`src/hdl/esd_pkg.sv`:
```
// Shared types, character codes and helper functions for the escaped string decoder.
// Used by esd_decode, esd_result_buf and escaped_string_decoder_core.
`default_nettype none

package esd_pkg;

   // Default width of the decoded length counter
   localparam int DEF_LENGTH_BITS = 16;
   // Width of the length field on the result port
   localparam int LEN_PORT_BITS = 16;
   // Highest count the length field can show
   localparam int LEN_PORT_MAX = 65535;

   // Escape modes
   localparam logic [1:0] MODE_NORMAL = 2'd0;
   localparam logic [1:0] MODE_ESC    = 2'd1;
   localparam logic [1:0] MODE_HEX0   = 2'd2;
   localparam logic [1:0] MODE_HEX1   = 2'd3;

   // Character codes
   localparam logic [7:0] CH_BACKSLASH = 8'h5C;
   localparam logic [7:0] CH_N         = 8'h6E;
   localparam logic [7:0] CH_T         = 8'h74;
   localparam logic [7:0] CH_R         = 8'h72;
   localparam logic [7:0] CH_ZERO      = 8'h30;
   localparam logic [7:0] CH_NINE      = 8'h39;
   localparam logic [7:0] CH_A         = 8'h61;
   localparam logic [7:0] CH_B         = 8'h62;
   localparam logic [7:0] CH_V         = 8'h76;
   localparam logic [7:0] CH_F         = 8'h66;
   localparam logic [7:0] CH_UA        = 8'h41;
   localparam logic [7:0] CH_UF        = 8'h46;
   localparam logic [7:0] CH_X         = 8'h78;
   localparam logic [7:0] CH_UX        = 8'h58;

   // Control bytes
   localparam logic [7:0] CTL_LF  = 8'h0A;
   localparam logic [7:0] CTL_TAB = 8'h09;
   localparam logic [7:0] CTL_CR  = 8'h0D;
   localparam logic [7:0] CTL_NUL = 8'h00;
   localparam logic [7:0] CTL_BEL = 8'h07;
   localparam logic [7:0] CTL_BS  = 8'h08;
   localparam logic [7:0] CTL_VT  = 8'h0B;
   localparam logic [7:0] CTL_FF  = 8'h0C;

   localparam logic [7:0] HEX_TEN = 8'd10;

   // Maximum result words per input word
   localparam int MAX_WORDS = 3;

   typedef struct packed {
      logic [7:0]               data;
      logic                     byte_valid;
      logic                     run_end;
      logic                     string_end;
      logic [LEN_PORT_BITS-1:0] length;
   } esd_word_type;

   typedef struct packed {
      logic [1:0]                   count;
      esd_word_type [MAX_WORDS-1:0] word;
   } esd_bundle_type;

   function automatic logic is_hex(input logic [7:0] c);
      return (c >= CH_ZERO && c <= CH_NINE) || (c >= CH_A && c <= CH_F) ||
             (c >= CH_UA && c <= CH_UF);
   endfunction

   function automatic logic [3:0] hex_val(input logic [7:0] c);
      logic [7:0] t;
      if (c >= CH_ZERO && c <= CH_NINE) begin
         t = c - CH_ZERO;
      end else if (c >= CH_A && c <= CH_F) begin
         t = c - CH_A + HEX_TEN;
      end else begin
         t = c - CH_UA + HEX_TEN;
      end
      return t[3:0];
   endfunction

   function automatic logic [7:0] escape_map(input logic [7:0] c);
      logic [7:0] r;
      unique case (c)
         CH_N:    r = CTL_LF;
         CH_T:    r = CTL_TAB;
         CH_R:    r = CTL_CR;
         CH_ZERO: r = CTL_NUL;
         CH_A:    r = CTL_BEL;
         CH_B:    r = CTL_BS;
         CH_V:    r = CTL_VT;
         CH_F:    r = CTL_FF;
         default: r = c;
      endcase
      return r;
   endfunction

endpackage

`default_nettype wire

```
`src/hdl/esd_decode.sv`:
```
// Escape decoder: escape state, held hex characters and length counter.
// Turns one registered input word into a bundle of up to three result words. Uses esd_pkg.
`default_nettype none

module esd_decode #(
   parameter int LENGTH_BITS = esd_pkg::DEF_LENGTH_BITS
) (
   input  wire logic                  clock,
   input  wire logic                  reset,
   input  wire logic                  take,
   input  wire logic [7:0]            in_byte,
   input  wire logic                  in_last,
   output esd_pkg::esd_bundle_type    bundle
);

   localparam int unsigned LimitInt = (LENGTH_BITS >= 16) ? esd_pkg::LEN_PORT_MAX
                                                          : ((1 << LENGTH_BITS) - 1);
   localparam logic [LENGTH_BITS-1:0] Limit = LENGTH_BITS'(LimitInt);
   localparam int WideBits = (LENGTH_BITS > esd_pkg::LEN_PORT_BITS) ? LENGTH_BITS
                                                                    : esd_pkg::LEN_PORT_BITS;

   logic [1:0]             mode_ff, mode_in;
   logic [7:0]             held_x_ff, held_x_in;
   logic [7:0]             held_digit_ff, held_digit_in;
   logic [LENGTH_BITS-1:0] count_ff, count_in;

   logic [7:0]             e [esd_pkg::MAX_WORDS];
   logic [1:0]             n;
   logic                   plain_emit;
   logic [1:0]             plain_mode;
   logic [LENGTH_BITS-1:0] sat [esd_pkg::MAX_WORDS];
   logic [WideBits-1:0]    wide [esd_pkg::MAX_WORDS];
   logic [WideBits-1:0]    wide_now;

   always_comb begin
      for (int k = 0; k < esd_pkg::MAX_WORDS; k++) begin
         sat[k] = (count_ff > Limit - LENGTH_BITS'(k + 1)) ? Limit
                                                          : count_ff + LENGTH_BITS'(k + 1);
         wide[k] = WideBits'(sat[k]);
      end
      wide_now = WideBits'(count_ff);
   end

   always_comb begin
      plain_emit    = (in_byte != esd_pkg::CH_BACKSLASH);
      plain_mode    = plain_emit ? esd_pkg::MODE_NORMAL : esd_pkg::MODE_ESC;
      e[0]          = in_byte;
      e[1]          = in_byte;
      e[2]          = in_byte;
      n             = 2'd0;
      mode_in       = esd_pkg::MODE_NORMAL;
      held_x_in     = held_x_ff;
      held_digit_in = held_digit_ff;

      unique case (mode_ff)
         esd_pkg::MODE_NORMAL: begin
            n       = {1'b0, plain_emit};
            mode_in = plain_mode;
         end
         esd_pkg::MODE_ESC: begin
            if (in_byte == esd_pkg::CH_X || in_byte == esd_pkg::CH_UX) begin
               held_x_in = in_byte;
               mode_in   = esd_pkg::MODE_HEX0;
            end else begin
               e[0] = esd_pkg::escape_map(in_byte);
               n    = 2'd1;
            end
         end
         esd_pkg::MODE_HEX0: begin
            if (esd_pkg::is_hex(in_byte)) begin
               held_digit_in = in_byte;
               mode_in       = esd_pkg::MODE_HEX1;
            end else begin
               e[0]    = held_x_ff;
               n       = 2'd1 + {1'b0, plain_emit};
               mode_in = plain_mode;
            end
         end
         default: begin
            if (esd_pkg::is_hex(in_byte)) begin
               e[0] = {esd_pkg::hex_val(held_digit_ff), esd_pkg::hex_val(in_byte)};
               n    = 2'd1;
            end else begin
               e[0]    = held_x_ff;
               e[1]    = held_digit_ff;
               n       = 2'd2 + {1'b0, plain_emit};
               mode_in = plain_mode;
            end
         end
      endcase

      // string ends inside a hex escape: flush held characters literally
      if (in_last && mode_in == esd_pkg::MODE_HEX0) begin
         e[0] = held_x_in;
         n    = 2'd1;
      end else if (in_last && mode_in == esd_pkg::MODE_HEX1) begin
         e[0] = held_x_in;
         e[1] = held_digit_in;
         n    = 2'd2;
      end

      for (int k = 0; k < esd_pkg::MAX_WORDS; k++) begin
         bundle.word[k].byte_valid = (2'(k) < n);
         bundle.word[k].data       = (2'(k) < n) ? e[k] : 8'd0;
         bundle.word[k].run_end    = (2'(k + 1) == n);
         bundle.word[k].string_end = (2'(k + 1) == n) && in_last;
         bundle.word[k].length     = wide[k][esd_pkg::LEN_PORT_BITS-1:0];
      end
      bundle.count = n;

      // last word that decodes to nothing still closes the string
      if (in_last && n == 2'd0) begin
         bundle.count              = 2'd1;
         bundle.word[0].run_end    = 1'b1;
         bundle.word[0].string_end = 1'b1;
         bundle.word[0].length     = wide_now[esd_pkg::LEN_PORT_BITS-1:0];
      end

      if (in_last) begin
         count_in = '0;
      end else if (n == 2'd0) begin
         count_in = count_ff;
      end else begin
         count_in = sat[n - 2'd1];
      end
   end

   always_ff @(posedge clock) begin
      if (reset) begin
         mode_ff       <= esd_pkg::MODE_NORMAL;
         held_x_ff     <= 8'd0;
         held_digit_ff <= 8'd0;
         count_ff      <= '0;
      end else if (take) begin
         if (in_last) begin
            mode_ff       <= esd_pkg::MODE_NORMAL;
            held_x_ff     <= 8'd0;
            held_digit_ff <= 8'd0;
         end else begin
            mode_ff       <= mode_in;
            held_x_ff     <= held_x_in;
            held_digit_ff <= held_digit_in;
         end
         count_ff <= count_in;
      end
   end

endmodule

`default_nettype wire

```
`src/hdl/esd_result_buf.sv`:
```
// Result buffer: holds one bundle of up to three result words and hands them out
// one a cycle while rsp_ready is high. Uses esd_pkg types.
`default_nettype none

module esd_result_buf (
   input  wire logic                    clock,
   input  wire logic                    reset,
   input  wire logic                    load,
   input  wire esd_pkg::esd_bundle_type bundle,
   input  wire logic                    rsp_ready,
   output logic                         rsp_valid,
   output esd_pkg::esd_word_type        head_word,
   output logic                         free
);

   esd_pkg::esd_word_type words_ff [esd_pkg::MAX_WORDS];
   logic [1:0]            left_ff, left_in;
   logic [1:0]            head_ff, head_in;
   logic                  pop;

   assign rsp_valid = (left_ff != 2'd0);
   assign pop       = rsp_valid && rsp_ready;
   assign free      = (left_ff == 2'd0) || (left_ff == 2'd1 && rsp_ready);
   assign head_word = words_ff[head_ff];

   always_comb begin
      left_in = left_ff;
      head_in = head_ff;
      if (load && bundle.count != 2'd0) begin
         left_in = bundle.count;
         head_in = 2'd0;
      end else if (pop) begin
         left_in = left_ff - 2'd1;
         if (left_ff != 2'd1) begin
            head_in = head_ff + 2'd1;
         end
      end
   end

   always_ff @(posedge clock) begin
      if (reset) begin
         left_ff <= 2'd0;
         head_ff <= 2'd0;
      end else begin
         left_ff <= left_in;
         head_ff <= head_in;
      end
   end

   always_ff @(posedge clock) begin
      if (load && bundle.count != 2'd0) begin
         for (int k = 0; k < esd_pkg::MAX_WORDS; k++) begin
            words_ff[k] <= bundle.word[k];
         end
      end
   end

endmodule

`default_nettype wire

```
`src/hdl/escaped_string_decoder_core.sv`:
```
// Top level of the escaped string decoder: input register, decoder and result buffer.
// Depends on esd_pkg, esd_decode and esd_result_buf.
`default_nettype none

// Decodes the content bytes of a quoted string literal, one byte per word, with
// req_in_last on the final byte. Backslash escapes n t r 0 a b v f give control
// bytes, backslash x/X with two hex digits gives one byte, any other escaped
// character stands for itself and a trailing lone backslash is dropped. A hex
// escape cut short, or cut off by the end of the string, comes out literally.
// A word enters the input register, is decoded into a bundle of zero to three result
// words once the result buffer is free, and the bundle is registered in the result
// buffer that drives the rsp_ port. Words that decode to at most one byte stream at
// one per cycle while rsp_ready is high; a word with several results holds the buffer
// until the last is taken, stalling the input. Words that yield nothing (a backslash,
// the x of a hex escape, the first hex digit) produce no result unless they end the
// string; a final backslash gives a single result with rsp_byte_valid low that carries
// the final length, and a final x or hex digit comes out literally. rsp_decoded_length
// counts decoded bytes of the current string, including the one shown, and saturates;
// it restarts from zero after each string end.
module escaped_string_decoder_core #(
   parameter int LENGTH_BITS = esd_pkg::DEF_LENGTH_BITS
) (
   input  wire logic                                clock,
   input  wire logic                                reset,
   // input channel
   input  wire logic                                req_valid,
   output logic                                     req_ready,
   input  wire logic [7:0]                          req_in_byte,
   input  wire logic                                req_in_last,
   // result channel
   output logic                                     rsp_valid,
   input  wire logic                                rsp_ready,
   output logic [7:0]                               rsp_out_byte,
   output logic                                     rsp_byte_valid,
   output logic                                     rsp_run_end,
   output logic                                     rsp_string_end,
   output logic [esd_pkg::LEN_PORT_BITS-1:0]        rsp_decoded_length
);

   // input register
   logic       in_valid_ff, in_valid_in;
   logic [7:0] in_byte_ff;
   logic       in_last_ff;

   logic                    take;    // decoder consumes the registered word
   logic                    buf_free;
   esd_pkg::esd_bundle_type bundle;
   esd_pkg::esd_word_type   head_word;

   // the registered word moves on whenever the buffer will be empty this cycle
   assign take      = in_valid_ff && buf_free;
   assign req_ready = !in_valid_ff || take;

   always_comb begin
      in_valid_in = in_valid_ff;
      if (req_valid && req_ready) begin
         in_valid_in = 1'b1;
      end else if (take) begin
         in_valid_in = 1'b0;
      end
   end

   always_ff @(posedge clock) begin
      if (reset) begin
         in_valid_ff <= 1'b0;
      end else begin
         in_valid_ff <= in_valid_in;
      end
   end

   // payload: no reset needed
   always_ff @(posedge clock) begin
      if (req_valid && req_ready) begin
         in_byte_ff <= req_in_byte;
         in_last_ff <= req_in_last;
      end
   end

   esd_decode #(
      .LENGTH_BITS (LENGTH_BITS)
   ) u_decode (
      .clock   (clock),
      .reset   (reset),
      .take    (take),
      .in_byte (in_byte_ff),
      .in_last (in_last_ff),
      .bundle  (bundle)
   );

   esd_result_buf u_result_buf (
      .clock     (clock),
      .reset     (reset),
      .load      (take),
      .bundle    (bundle),
      .rsp_ready (rsp_ready),
      .rsp_valid (rsp_valid),
      .head_word (head_word),
      .free      (buf_free)
   );

   assign rsp_out_byte       = head_word.data;
   assign rsp_byte_valid     = head_word.byte_valid;
   assign rsp_run_end        = head_word.run_end;
   assign rsp_string_end     = head_word.string_end;
   assign rsp_decoded_length = head_word.length;

endmodule

`default_nettype wire

```
`config.mk`:
```
export PLATFORM = sky130hd
export DESIGN_NAME = escaped_string_decoder_core
export DESIGN_NICKNAME = d
export VERILOG_FILES = /design/src/hdl/esd_pkg.sv /design/src/hdl/esd_decode.sv /design/src/hdl/esd_result_buf.sv /design/src/hdl/escaped_string_decoder_core.sv
export SDC_FILE = /design/constraint.sdc
export NUM_CORES = 1
export LEC_CHECK = 0
export ABC_AREA = 1
export BUFFER_PORTS_ARGS = -buffer_cell sky130_fd_sc_hd__buf_2
export CELL_PAD_IN_SITES_DETAIL_PLACEMENT = 1
export CELL_PAD_IN_SITES_GLOBAL_PLACEMENT = 1
export CORE_AREA = 2 2 155 157
export DETAILED_ROUTE_END_ITERATION = 8
export DIE_AREA = 0 0 157 159
export HOLD_SLACK_MARGIN = 0.08
export PLACE_DENSITY = 0.74
export SLEW_MARGIN = 10
export SYNTH_ARGS = -nofsm -noshare
export SYNTH_HDL_FRONTEND = slang
export SYNTH_SLANG_ARGS = --single-unit
```
`constraint.sdc`:
```
create_clock -name clock -period 4.4 [get_ports clock]
set_clock_uncertainty 0.05 [all_clocks]
set_input_delay 0.66 -clock clock [delete_from_list [all_inputs] [get_ports clock]]
set_output_delay 0.66 -clock clock [all_outputs]
set_load 0.02 [all_outputs]
```
Word level (Yosys, flattened, before mapping)
Memory sizes are Yosys's and may differ from the RTL's. A register that Yosys moved wholly into a read port is not among the register bits.
Cells that the tools add are included.
{"block": "classes", "add_sub_neg": 18, "order_cmp": 17, "eq_ne": 21, "n_mux": 52, "n_bitwise": 1, "reduce_logical": 33}
{"cell": "two-way mux 16 bit", "count": 8}
{"cell": "two-way mux 8 bit", "count": 15}
{"cell": "equality test 8 x 7 -> 1 bit (second input constant)", "count": 9}
{"cell": "case mux 8 bit (8 select lines)", "count": 1}
{"cell": "greater-than comparator 16 bit (second input constant)", "count": 3}
{"cell": "adder 16 x 2 -> 16 bit (second input constant)", "count": 2}
{"cell": "binary-select mux 16 bit (select 2 bit)", "count": 1}
{"cell": "two-way mux 2 bit", "count": 13}
{"cell": ">= comparator 8 x 7 -> 1 bit (second input constant)", "count": 3}
{"cell": "<= comparator 8 x 7 -> 1 bit (second input constant)", "count": 3}
{"cell": "case mux 8 bit (3 select lines)", "count": 1}
{"cell": "subtractor 4 x 1 -> 4 bit (second input constant)", "count": 6}
{"cell": "two-way mux 18 bit", "count": 1}
{"cell": "adder 16 x 1 -> 16 bit (second input constant)", "count": 1}
{"cell": "adder 4 bit (second input constant)", "count": 4}
{"cell": ">= comparator 8 x 6 -> 1 bit (second input constant)", "count": 2}
{"cell": "<= comparator 8 x 6 -> 1 bit (second input constant)", "count": 2}
{"cell": "logical AND 1 bit", "count": 16}
{"cell": "two-way mux 4 bit", "count": 4}
{"cell": "case mux 2 bit (3 select lines)", "count": 2}
{"cell": "equality test 8 x 6 -> 1 bit (second input constant)", "count": 1}
{"cell": "!= test 8 x 7 -> 1 bit (second input constant)", "count": 1}
{"cell": "nonzero test 2 bit", "count": 4}
{"cell": "equality test 2 bit (second input constant)", "count": 3}
{"cell": "20 further kinds", "count": 36}
{"block": "word_totals", "regBits": 48, "ramBits": 81, "inputBits": 13, "n_memories": 1}
{"memory": "u_result_buf.words_ff", "words": 3, "width": 27, "rd": 1, "rd_clocked_by_memory_dff": 1, "wr": 3, "line": "esd_result_buf.sv:16", "source": "esd_pkg::esd_word_type words_ff [esd_pkg::MAX_WORDS];"}

Longest topological paths before layout
Gate-level depths: netlist (run 1).
{"block": "logic_depth", "word_depth": 17, "mapped_depth": 20, "ltp_nobuf": 19}

Cells and area by module
From an unflattened synthesis (run 1), not the netlist that was laid out.
{"block": "unflattened", "hier_cells": 1095, "area_unflattened_um2": 8267.9}
{"mod": "esd_decode", "instances": 1, "cells_each": 834, "area_per_inst_um2": 4581.9, "seq_area_each_um2": 680.7}
{"mod": "esd_result_buf", "instances": 1, "cells_each": 244, "area_per_inst_um2": 3360.7, "seq_area_each_um2": 2552.4}
{"mod": "escaped_string_decoder_core", "instances": 1, "cells_each": 17, "area_per_inst_um2": 325.3, "seq_area_each_um2": 290.3}

Worst setup path before layout (run 1)
No wires, ideal clock.
{"block": "synth_timing", "path_type": "register to register", "from": "register in_byte_ff[0]", "to": "memory u_result_buf.words_ff[0][0] (netlist bit), enable pin", "setup_ns": 0.385, "arrival_time_ns": 2.869, "t_required_ns": 3.965, "path_slack_ns": 1.096, "path_stages_with_launch": 18, "n_path_buf": 2, "path_cell_list": "edfxtp_1 > inv_1 > ha_1 > inv_1 > nor2_1 > nand2_1 > nor2_4 > inv_2 > nand2_2 > nand2_2 > nor2_4 > buf_6 > buf_12 > ha_1 > nand2_1 > nand2_4 > nand2_4 > nand2_4"}
{"item": "start, declared", "line": "escaped_string_decoder_core.sv:42", "source": "logic [7:0] in_byte_ff;"}
{"item": "start signal, assigned", "line": "escaped_string_decoder_core.sv:74", "source": "in_byte_ff <= req_in_byte;"}
{"item": "end, declared", "line": "esd_result_buf.sv:16"}

Final worst setup path (run 1)
{"block": "layout_timing", "from": "register in_byte_ff[1]", "to": "register u_decode.count_ff[8]"}
{"block": "layout_via", "elab_chain_cells": 17, "elab_cells_between_ends": 42}
{"item": ">= comparator 8 x 6 -> 1 bit (tied with other cells)", "line": "esd_pkg.sv:65", "source": "return (c >= CH_ZERO && c <= CH_NINE) || (c >= CH_A && c <= CH_F) ||"}
{"item": "logical AND 1 bit", "line": "esd_pkg.sv:65"}
{"item": "logical OR 1 bit (2 in series)", "line": "esd_pkg.sv:65"}
{"item": "two-way mux 2 bit, on equally long branches", "line": "esd_decode.sv:80, esd_decode.sv:70"}
{"item": "case mux 2 bit (3 select lines)", "line": "esd_decode.sv:55", "source": "unique case (mode_ff)"}
{"item": "equality test 2 bit", "line": "esd_decode.sv:96", "source": "end else if (in_last && mode_in == esd_pkg::MODE_HEX1) begin"}
{"item": "logical AND 1 bit", "line": "esd_decode.sv:96"}
{"item": "two-way mux 2 bit", "line": "esd_decode.sv:96"}
{"item": "two-way mux 2 bit *", "line": "esd_decode.sv:93", "source": "if (in_last && mode_in == esd_pkg::MODE_HEX0) begin"}
{"item": "subtractor 2 x 1 -> 2 bit", "line": "esd_decode.sv:124", "source": "count_in = sat[n - 2'd1];"}
{"item": "inverter 2 -> 3 bit (implied by the code)", "line": "esd_decode.sv:124"}
{"item": "binary-select mux 16 bit (select 2 bit)", "line": "esd_decode.sv:124"}
{"item": "two-way mux 16 bit (implied by the code) (2 in series)", "line": "esd_decode.sv:124"}
{"item": "two-way mux 16 bit", "line": "esd_decode.sv:121", "source": "end else if (n == 2'd0) begin"}
{"item": "two-way mux 16 bit", "line": "esd_decode.sv:119", "source": "if (in_last) begin"}
{"item": "end signal, assigned", "line": "esd_decode.sv:144", "source": "count_ff <= count_in;"}
{"item": "end, declared", "line": "esd_decode.sv:25", "source": "logic [LENGTH_BITS-1:0] count_ff, count_in;"}
Every way passes the cells marked *; elsewhere a longest branch is shown, timed or not. The select of a mux whose other input is x is not followed.
A chain may end at the register's enable or synchronous reset.

==> flow_summary.yaml, run 1 <==
status:
  outcome: "finished, final reports clean"
critical_path:
  r2r_slack_ns: 0.55
  worstPathArrival_ns: 4.06
  critPathSlowestCell: "inv_1"
  critPathMaxFanout: 20
  slowest_delay_ns: 0.63
  critical_path_required_ns: 4.61
  worstSetupPathType: "reg2reg"
  crit_path_frequent_cell: "inv_1"
  critPathLaunchType: "flip-flop"
  end_kind: "flip-flop"
  crit_chain: "inv_1, ha_1, inv_1, nor2_1, nand2_1, nor2_4, inv_2, nand2_2, nand2_2, nor2_4, buf_4, inv_2, ha_1, inv_1, nand2_1, nand3_1, a21oi_1"
clock_tree:
  post_cts_resize_count: 0
  post-cts-setup-buffer-count: 0
  clock_latency_ns: 0.43
  root_buffer: "clkbuf_16"
  cts_tree: "yes"
  htree_num_levels: 4
  cts_buffer_depth: 2
  cts.hold.buffers_added: 0
  clkTransAtPathRegs_ns: 0.07
  cts_made_buffers: 17
  cts.sinks: 131
logic_synthesis:
  synth_xor_xnor_area_share_pct: 2.17
  synth_top_family_by_area: "simple AND/OR/NAND/NOR gates"
  yosys.area_share.adder_pct: 3.25
  yosysSeqAreaShare_pct: 43.6
  ys_seq_elements: 131
  postSynthNetCount: 1093
  synth.distinct_cells: 42
  muxShareOfSynthArea_pct: 0
  synthTopCellsByArea: "edfxtp_1 (33%), nand2_1 (13%), dfxtp_1 (10%)"
  yosys.area.top_type: "edfxtp_1"
  ys.flop_type: "edfxtp_1"
  yosysWarnings: 0
  synth_top_area_share_pct: 33.4
  synth-edff-count: 90
  synth_compound_gate_area_share_pct: 13.3
  synth_common_cells: "nand2_1 (286), a21oi_1 (104), nor2_1 (99)"
  synth_most_common_cell: "nand2_1"
  synth_cells: 1059
  avgSynthCellArea_um2: 7.63
  async_flop_share_pct: 0
  synth_simple_gate_area_share_pct: 29.7
  syn_area_mm2: 0.00809
timing:
  max_freq_mhz: 260
  period_share_pct: 87.5
  fin_crit_ns: 3.85
  slew_viol_final: 0
  setup_tns_ns: 0
  tightest_slew_ns: 1.01
  hold_viol_final: 0
  timing.slew.headroom_pct: 32.3
  setup_viol: 0
  rsz0062_at_grt: "no"
drt:
  vias: 7455
  final_antenna_net_count: 0
  wirelength_um: 26800
  dr.pass1.iters: 5
  avgViaCountPerCell: 5.27
  first_iter_violations: 537
  drc: 0
  routedWlPerCell_um: 18.9
worst_hold_path:
  hold_class: "in2reg"
floorplanning:
  start_util_pct: 34.9
  core-area_mm2: 0.0232
  die_area_mm2: 0.0250
  die_y_um: 159
  die_w_um: 157
  rows: 56
  top_level_ports: 42
run:
  max-cap-violations: 0
power:
  p_per_area_mw_per_mm2: 415
  vdd_drop_max_mv: 0.295
  p_leak_uw: 0.00369
  power_uw: 3790
global_routing:
  grt_pass1_vias: 7457
  grt_usage_pct: 21.7
  overflow: 0
  antenna_found_initial: 0
  grt_max_degree: 53
  grt_pass1_wl_um: 42000
layout:
  nNetsFinal: 1117
  diodes: 0
  drive_gt1_share_pct: 12.9
  area_delta_synth_final_pct: 12.8
place:
  port-buffer-count: 41
  hpwl_um: 18800
  gp_congestion: 0.979
## placed cells by master (no fill, tap or decap), drive strengths merged, types with 21 or more instances in the layout
| cell | count |
|---|---|
| edfxtp | 90 |
| o21ai | 58 |
| nand3 | 90 |
| ha | 21 |
| nor2 | 113 |
| dfxtp | 41 |
| inv | 107 |
| buf | 51 |
| nand2 | 306 |
| a21oi | 107 |
## power by group
group | leakage, µW | internal (µW) | switching, µW
Combinational | 0.00225 | 225 | 588
Sequential | 0.00117 | 1480 | 62.4
Clock | 0.000279 | 841 | 591
Total | 0.00369 | 2550 | 1240
## final timing paths
path,start,to,cells after the start
setup reg to reg,in_byte_ff[1],u_decode.count_ff[8],17
hold / removal,req_in_byte[5],in_byte_ff[5],1
setup / recovery,in_byte_ff[1],u_decode.count_ff[8],17
hold reg to reg,u_decode.held_x_ff[5],u_decode.held_x_ff[5],2
## metal layers
metal | vias up | global-route usage, % | wire [µm]
li1 | 3578 | - | -
met1 | 3649 | 27.8 | 11800
met2 | 188 | 38.0 | 13400
met3 | 40 | 3.05 | 1030
met4 | 0 | 6.05 | 504
met5 | - | 0 | 0
## registers in the layout (all words and copies together), names as in the netlist, named ones only
register / count
u_result_buf.head_ff: 2
u_result_buf.words_ff: 81
in_byte_ff: 8
in_valid_ff: 1
u_decode.count_ff: 16
u_decode.mode_ff: 2
in_last_ff: 1
u_decode.held_x_ff: 8
u_decode.held_digit_ff: 8
u_result_buf.left_ff: 2
## layout make-up
class,count,area [µm²]
fillers,2844,14100
multi-input cells,774,3920
flip-flops and latches,131,3520
clock buffers,18,429
inverters,108,405
well taps,319,399
repair buffers,51,293
clock inverters,14,154
## worst max-delay path, delay by kind of cell, from the launching register on
kind / cells / cell delay (ns)
buffers and inverters: 6 / 1.38
AND/OR/NAND/NOR: 8 / 1.10
adder cells (fa/ha/maj): 2 / 0.56
flip-flops: 1 / 0.50
AO/OA/AOI/OAI: 1 / 0.08
## kinds of logic after synthesis
logic type / after synthesis
and+or+nand+nor: 539
AOI/OAI and AO/OA: 194
buffers and inverters: 154
DFF: 131
adders and majority gates: 21
xor gates and xnor gates: 20
## through the flow
step           setup WS [ns]  hold WS (ns)  instances  area (µm²)  util, %
4_1_cts                0.587         0.340       1415        9120     39.3
6_report               0.552         0.351       1415        9120     39.3
3_5_place_dp           0.637         0.416       1383        8540     36.8
2_1_floorplan           1.10         0.376       1059        8090        -
3_3_place_gp           0.856         0.405       1383        8540     36.8
5_1_grt                0.273         0.343       1415        9120     39.3
No activity file was read; power rests on OpenSTA's default activity.
==> run 2, diff against run 1 <==
--- a/config.mk
+++ b/config.mk
@@ -10,7 +10,7 @@
 export CELL_PAD_IN_SITES_DETAIL_PLACEMENT = 1
 export CELL_PAD_IN_SITES_GLOBAL_PLACEMENT = 1
-export CORE_AREA = 2 2 155 157
+export CORE_AREA = 2 2 118 207
 export DETAILED_ROUTE_END_ITERATION = 8
-export DIE_AREA = 0 0 157 159
+export DIE_AREA = 0 0 120 209
 export HOLD_SLACK_MARGIN = 0.08
 export PLACE_DENSITY = 0.74
==> constraint.sdc (replaced) <==
create_clock -name clock -period 4.4 [get_ports clock]
set_clock_uncertainty 0.05 [all_clocks]
set_input_delay 0.88 -clock clock [delete_from_list [all_inputs] [get_ports clock]]
set_output_delay 0.88 -clock clock [all_outputs]
set_load 0.02 [all_outputs]
==> run 2 against run 1 <==
Compared with the run above:
- global-route usage rose by 2.8 points
- first-iteration DRC count is 40% lower
- register-to-register slack worse by 0.33 ns
- clock power increased by 10%
==> flow_summary.yaml, run 2 (synthesis gave the netlist of run 1 again) <==
layout:
  multiInputGateArea_mm2: 0.00392
  area_delta_synth_final_pct: 14.3
  fin_area_mm2: 0.00925
  post-route-util_pct: 39.3
  final_common_cell: "nand2_1"
  reg.largest.list: "u_result_buf.words_ff x81, u_decode.count_ff x16"
  regMostFlops: "u_result_buf.words_ff"
  drive_gt1_share_pct: 13.7
  largest_reg_flops: 81
  diodes: 0
  fill_cells: 2890
  seqCellArea_mm2: 0.00352
  nNetsFinal: 1125
  final_cell_mix: "nand2_1 (286), a21oi_1 (104), nor2_1 (99)"
critical_path:
  critical_path_required_ns: 4.52
  crit_chain: "inv_1, ha_1, inv_1, nor2_1, nand2_1, nor2_4, inv_2, nand2_1, nand3_2, nor2_4, inv_2, buf_4, ha_1, inv_1, nand2_2, a211oi_1"
  worstPathArrival_ns: 4.29
  end_kind: "flip-flop"
  worst-r2r-cell-count: 16
  critPathLaunchType: "flip-flop"
  worstSetupPathType: "reg2reg"
  cp.depth: 16
  critPathMaxFanout: 21
  slowest_delay_ns: 0.58
  path_buf_inv: 6
  crit_path_frequent_cell: "inv_1"
  crit_family: "simple AND/OR/NAND/NOR gates"
  critPathSlowestCell: "nor2_4"
drt:
  routedWlPerCell_um: 21.2
  final_antenna_net_count: 0
  wirelength_um: 30000
  first_iter_violations: 322
  avgViaCountPerCell: 5.37
  dr.pass1.iters: 4
  drc: 0
  vias: 7581
timing:
  setup_tns_ns: 0
  setup_viol: 0
  hold_viol_final: 0
  fin_crit_ns: 4.17
  rsz0062_at_grt: "no"
  max_freq_mhz: 240
  timing.slew.headroom_pct: 38.4
  period_share_pct: 94.9
  slew_viol_final: 0
  tightest_slew_ns: 0.925
clock_tree:
  cts_buffer_depth: 2
  post_cts_resize_count: 0
  cts_tree: "yes"
  post-cts-setup-buffer-count: 0
  cts.hold.buffers_added: 0
  htree_num_levels: 4
  clock_latency_ns: 0.45
  clkTransAtPathRegs_ns: 0.06
  cts_made_buffers: 17
  root_buffer: "clkbuf_16"
  cts.sinks: 131
power:
  vdd_drop_max_mv: 0.253
  p_per_area_mw_per_mm2: 430
  power_uw: 3980
  p_leak_uw: 0.00377
floorplanning:
  die_w_um: 120
  start_util_pct: 34.3
  core-area_mm2: 0.0236
  rows: 75
  top_level_ports: 42
  die_area_mm2: 0.0251
  die_y_um: 209
place:
  port-buffer-count: 41
  dpl_cell_area_mm2: 0.00860
  hpwl_um: 22800
  gp_congestion: 0.940
global_routing:
  grt_pass1_wl_um: 45400
  overflow: 0
  grt_usage_pct: 24.5
  grt_max_degree: 40
  antenna_found_initial: 0
  grt_pass1_vias: 7921
worst_hold_path:
  worstHoldPathCells: 2
  hold_class: "reg2reg"
status:
  outcome: "finished, final reports clean"
run:
  max-cap-violations: 0
[run 2: cell count changes in the layout (fill, tap and decap cells not counted), moves of 2 or more]
cell	previous run	this run
buf_4	9	16
bufinv_16	2	4
inv_6	4	2
inv_8	0	3
[run 2: metrics by stage]
| stage | hold WS, ns | setup WS, ns | cells |
|---|---|---|---|
| floorplan | 0.376 | 1.10 | 1059 |
| global placement | 0.384 | 0.381 | 1380 |
| detailed placement | 0.392 | 0.316 | 1380 |
| CTS | 0.402 | 0.282 | 1412 |
| global route | 0.439 | 0.0527 | 1412 |
| finish | 0.403 | 0.226 | 1412 |
[run 2: area by class of cell]
class                      instances  area share [%]
clock buffer                      17            4.60
clock inverter                    15            2.40
inverter                         108            4.38
multi-input combinational        774            42.4
timing repair buffer              59            3.95
tap                              308            4.17
sequential                       131            38.1
[run 2: where the power goes]
part | internal (µW) | total, µW | leakage [µW] | switching [µW]
combinational | 242 | 863 | 0.00229 | 620
sequential | 1480 | 1540 | 0.00117 | 57.8
clock | 965 | 1580 | 0.000310 | 612
[run 2: worst paths after layout]
kind,start,to,slack (ns)
min reg2reg,u_decode.held_x_ff[7],u_decode.held_x_ff[7],0.40
max,in_byte_ff[1],u_result_buf.words_ff[1][26],0.23
min,u_decode.held_x_ff[7],u_decode.held_x_ff[7],0.40
max reg2reg,in_byte_ff[1],u_result_buf.words_ff[1][26],0.23
[run 2: per-layer routing]
layer / part of all wire (%) / global-route usage (%) / wire length (µm)
met3: 2.5 / 3.33 / 751
met1: 32 / 21.4 / 9490
met5: 0 / 0 / 0
met2: 57 / 48.1 / 17200
met4: 8.4 / 19.5 / 2500
[run 2: worst reg2reg max path, stage by stage, from the launching register on]
cell,delay [ns]
edfxtp_1,0.50
inv_1,0.27
ha_1,0.26
inv_1,0.10
nor2_1,0.10
nand2_1,0.09
nor2_4,0.11
inv_2,0.06
nand2_1,0.08
nand3_2,0.09
nor2_4,0.58
inv_2,0.32
buf_4,0.31
ha_1,0.22
inv_1,0.10
nand2_2,0.16
a211oi_1,0.51
==> run 3, diff against run 2 <==
GPL_TIMING_DRIVEN = 0   (was default)
==> run 3 against run 2 <==
Compared with the run above:
- maximum frequency is 1.1% higher
- core utilization is 0.51 points higher
- design area is 1.3% higher
- non-clock buffer count is 28 higher
- flip-flop and latch count stayed put
- via count is 1.2% higher
- combinational power is 2.5% lower
- final cell count is 2.0% higher
- die area stayed put
- worst hold slack hardly changed
- clock power is 3% higher
- register-to-register slack better by 0.05 ns
- critical endpoint is now u_result_buf.words_ff[2][10]
==> flow_summary.yaml, run 3 (synthesis gave the netlist of run 1 again) <==
place:
  hpwl_um: 23500
  dpl_cell_area_mm2: 0.00868
  gp_congestion: 0.970
  dpl.cell_count: 1408
  port-buffer-count: 41
clock_tree:
  clock_latency_ns: 0.45
  cts_tree: "yes"
  htree_num_levels: 4
  cts_buffer_depth: 2
  cts_made_buffers: 17
  cts.hold.buffers_added: 0
  root_buffer: "clkbuf_16"
  clkTransAtPathRegs_ns: 0.06
  cts.sinks: 131
floorplanning:
  die_w_um: 120
  top_level_ports: 42
  die_y_um: 209
  core-area_mm2: 0.0236
  start_util_pct: 34.3
  rows: 75
  die_area_mm2: 0.0251
layout:
  nNetsFinal: 1153
  final_cells: 1440
  final_common_cell: "nand2_1"
  final_cell_mix: "nand2_1 (286), a21oi_1 (104), nor2_1 (99)"
  post-route-util_pct: 39.8
  largest_reg_flops: 81
  diodes: 0
  drive_gt1_share_pct: 13.6
  area_delta_synth_final_pct: 15.8
  regMostFlops: "u_result_buf.words_ff"
  reg.largest.list: "u_result_buf.words_ff x81, u_decode.count_ff x16"
  fin_area_mm2: 0.00937
global_routing:
  grt_max_degree: 86
  antenna_found_initial: 0
  overflow: 0
  grt_usage_pct: 25.4
  grt_pass1_vias: 8437
  grt_pass1_wl_um: 47000
worst_hold_path:
  hold_class: "reg2reg"
  worstHoldPathCells: 2
drt:
  wirelength_um: 30600
  routedWlPerCell_um: 21.3
  final_antenna_net_count: 0
  first_iter_violations: 379
  drc: 0
  avgViaCountPerCell: 5.33
  dr.pass1.iters: 4
  vias: 7672
timing:
  hold_viol_final: 0
  setup_viol: 0
  max_freq_mhz: 242
  rsz0062_at_grt: "no"
  timing.slew.headroom_pct: 41.5
  period_share_pct: 93.8
  tightest_slew_ns: 0.877
  worst_hold_slack_ns: 0.403
  slew_viol_final: 0
  fin_crit_ns: 4.13
power:
  clkPwrFrac_pct: 40.7
  vdd_drop_max_mv: 0.268
  p_switching_uw: 1240
  p_leak_uw: 0.00381
  p_int_uw: 2770
  p_per_area_mw_per_mm2: 428
  p_comb_share_pct: 21.0
  switching_share_pct: 31.0
  power_uw: 4010
  seqPwrFrac_pct: 38.3
status:
  outcome: "finished, final reports clean"
critical_path:
  critPathMaxFanout: 85
  end_kind: "flip-flop"
  worstSetupPathType: "reg2reg"
  critical_path_required_ns: 4.43
  critPathLaunchType: "flip-flop"
  worstPathArrival_ns: 4.16
  worst-r2r-cell-count: 17
run:
  max-cap-violations: 0
==> run 3: changes by cell type in the layout (fill, tap and decap cells not counted), moves of 2 or more <==
cell / before / now
buf_4: 16 / 4
clkbuf_1: 0 / 24
bufinv_16: 4 / 6
clkinv_4: 4 / 2
inv_8: 3 / 0
buf_6: 0 / 3
buf_2: 41 / 55
==> run 3: worst paths after layout <==
check / from / to / slack (ns)
worst max-delay path: in_byte_ff[0] / u_result_buf.words_ff[2][10] / 0.27
worst min-delay path: u_decode.held_x_ff[7] / u_decode.held_x_ff[7] / 0.40
worst min register to register: u_decode.held_x_ff[7] / u_decode.held_x_ff[7] / 0.40
worst max register to register: in_byte_ff[0] / u_result_buf.words_ff[2][10] / 0.27
==> run 3: critical path, stage by stage (launching register included) <==
cell and delay (ns):
edfxtp_1 0.59, inv_1 0.34, ha_1 0.25, inv_1 0.09, nor2_1 0.09, nand2_1 0.09
nor2_4 0.13, inv_2 0.07, nand2_2 0.07, nand2_2 0.08, nor2_4 0.13, buf_6 0.20
buf_12 0.17, ha_1 0.37, nand2_1 0.24, nand2_4 0.13, nand2_4 0.08, nand2_8 0.50
==> run 3: what timing repair did <==
action / CTS / global route
resized for setup: 3 / 5
setup endpoints to repair: 91 / 11
setup buffers: 0 / 0
==> run 3: final cells by class <==
class | count | area, µm²
plain buffers | 46 | 245
clock buffers | 18 | 429
clock inverters | 14 | 234
fillers | 2900 | 14200
inverters | 108 | 409
multi-input cells | 774 | 3930
flip-flops and latches | 131 | 3520
well taps | 308 | 385
repair buffers | 41 | 205
==> run 3: routing by layer <==
metal | wire length [µm] | vias up | GRT usage (%) | part of all wire, %
met3 | 805 | 130 | 4.50 | 2.6
met5 | 0 | - | 0 | 0
met4 | 2740 | 0 | 21.1 | 9.0
met2 | 17100 | 176 | 48.7 | 56
li1 | - | 3645 | - | -
met1 | 10000 | 3721 | 22.2 | 33
==> run 3: power by group through the flow <==
stage,clock [µW],sequential (µW),combinational (µW)
2_1_floorplan,0,1540,546
3_3_place_gp,0,1560,830
3_5_place_dp,0,1570,844
4_1_cts,1650,1540,851
5_1_grt,1700,1550,921
6_report,1630,1540,841
==> run 3: per-stage QoR <==
stage,worst slack [ns],setup TNS [ns]
final,0.272,0
after global routing,0.0165,0
after CTS,0.0753,0
after detailed placement,-0.340,-6.66
after global placement,-0.363,-3.27
after floorplan,1.10,0
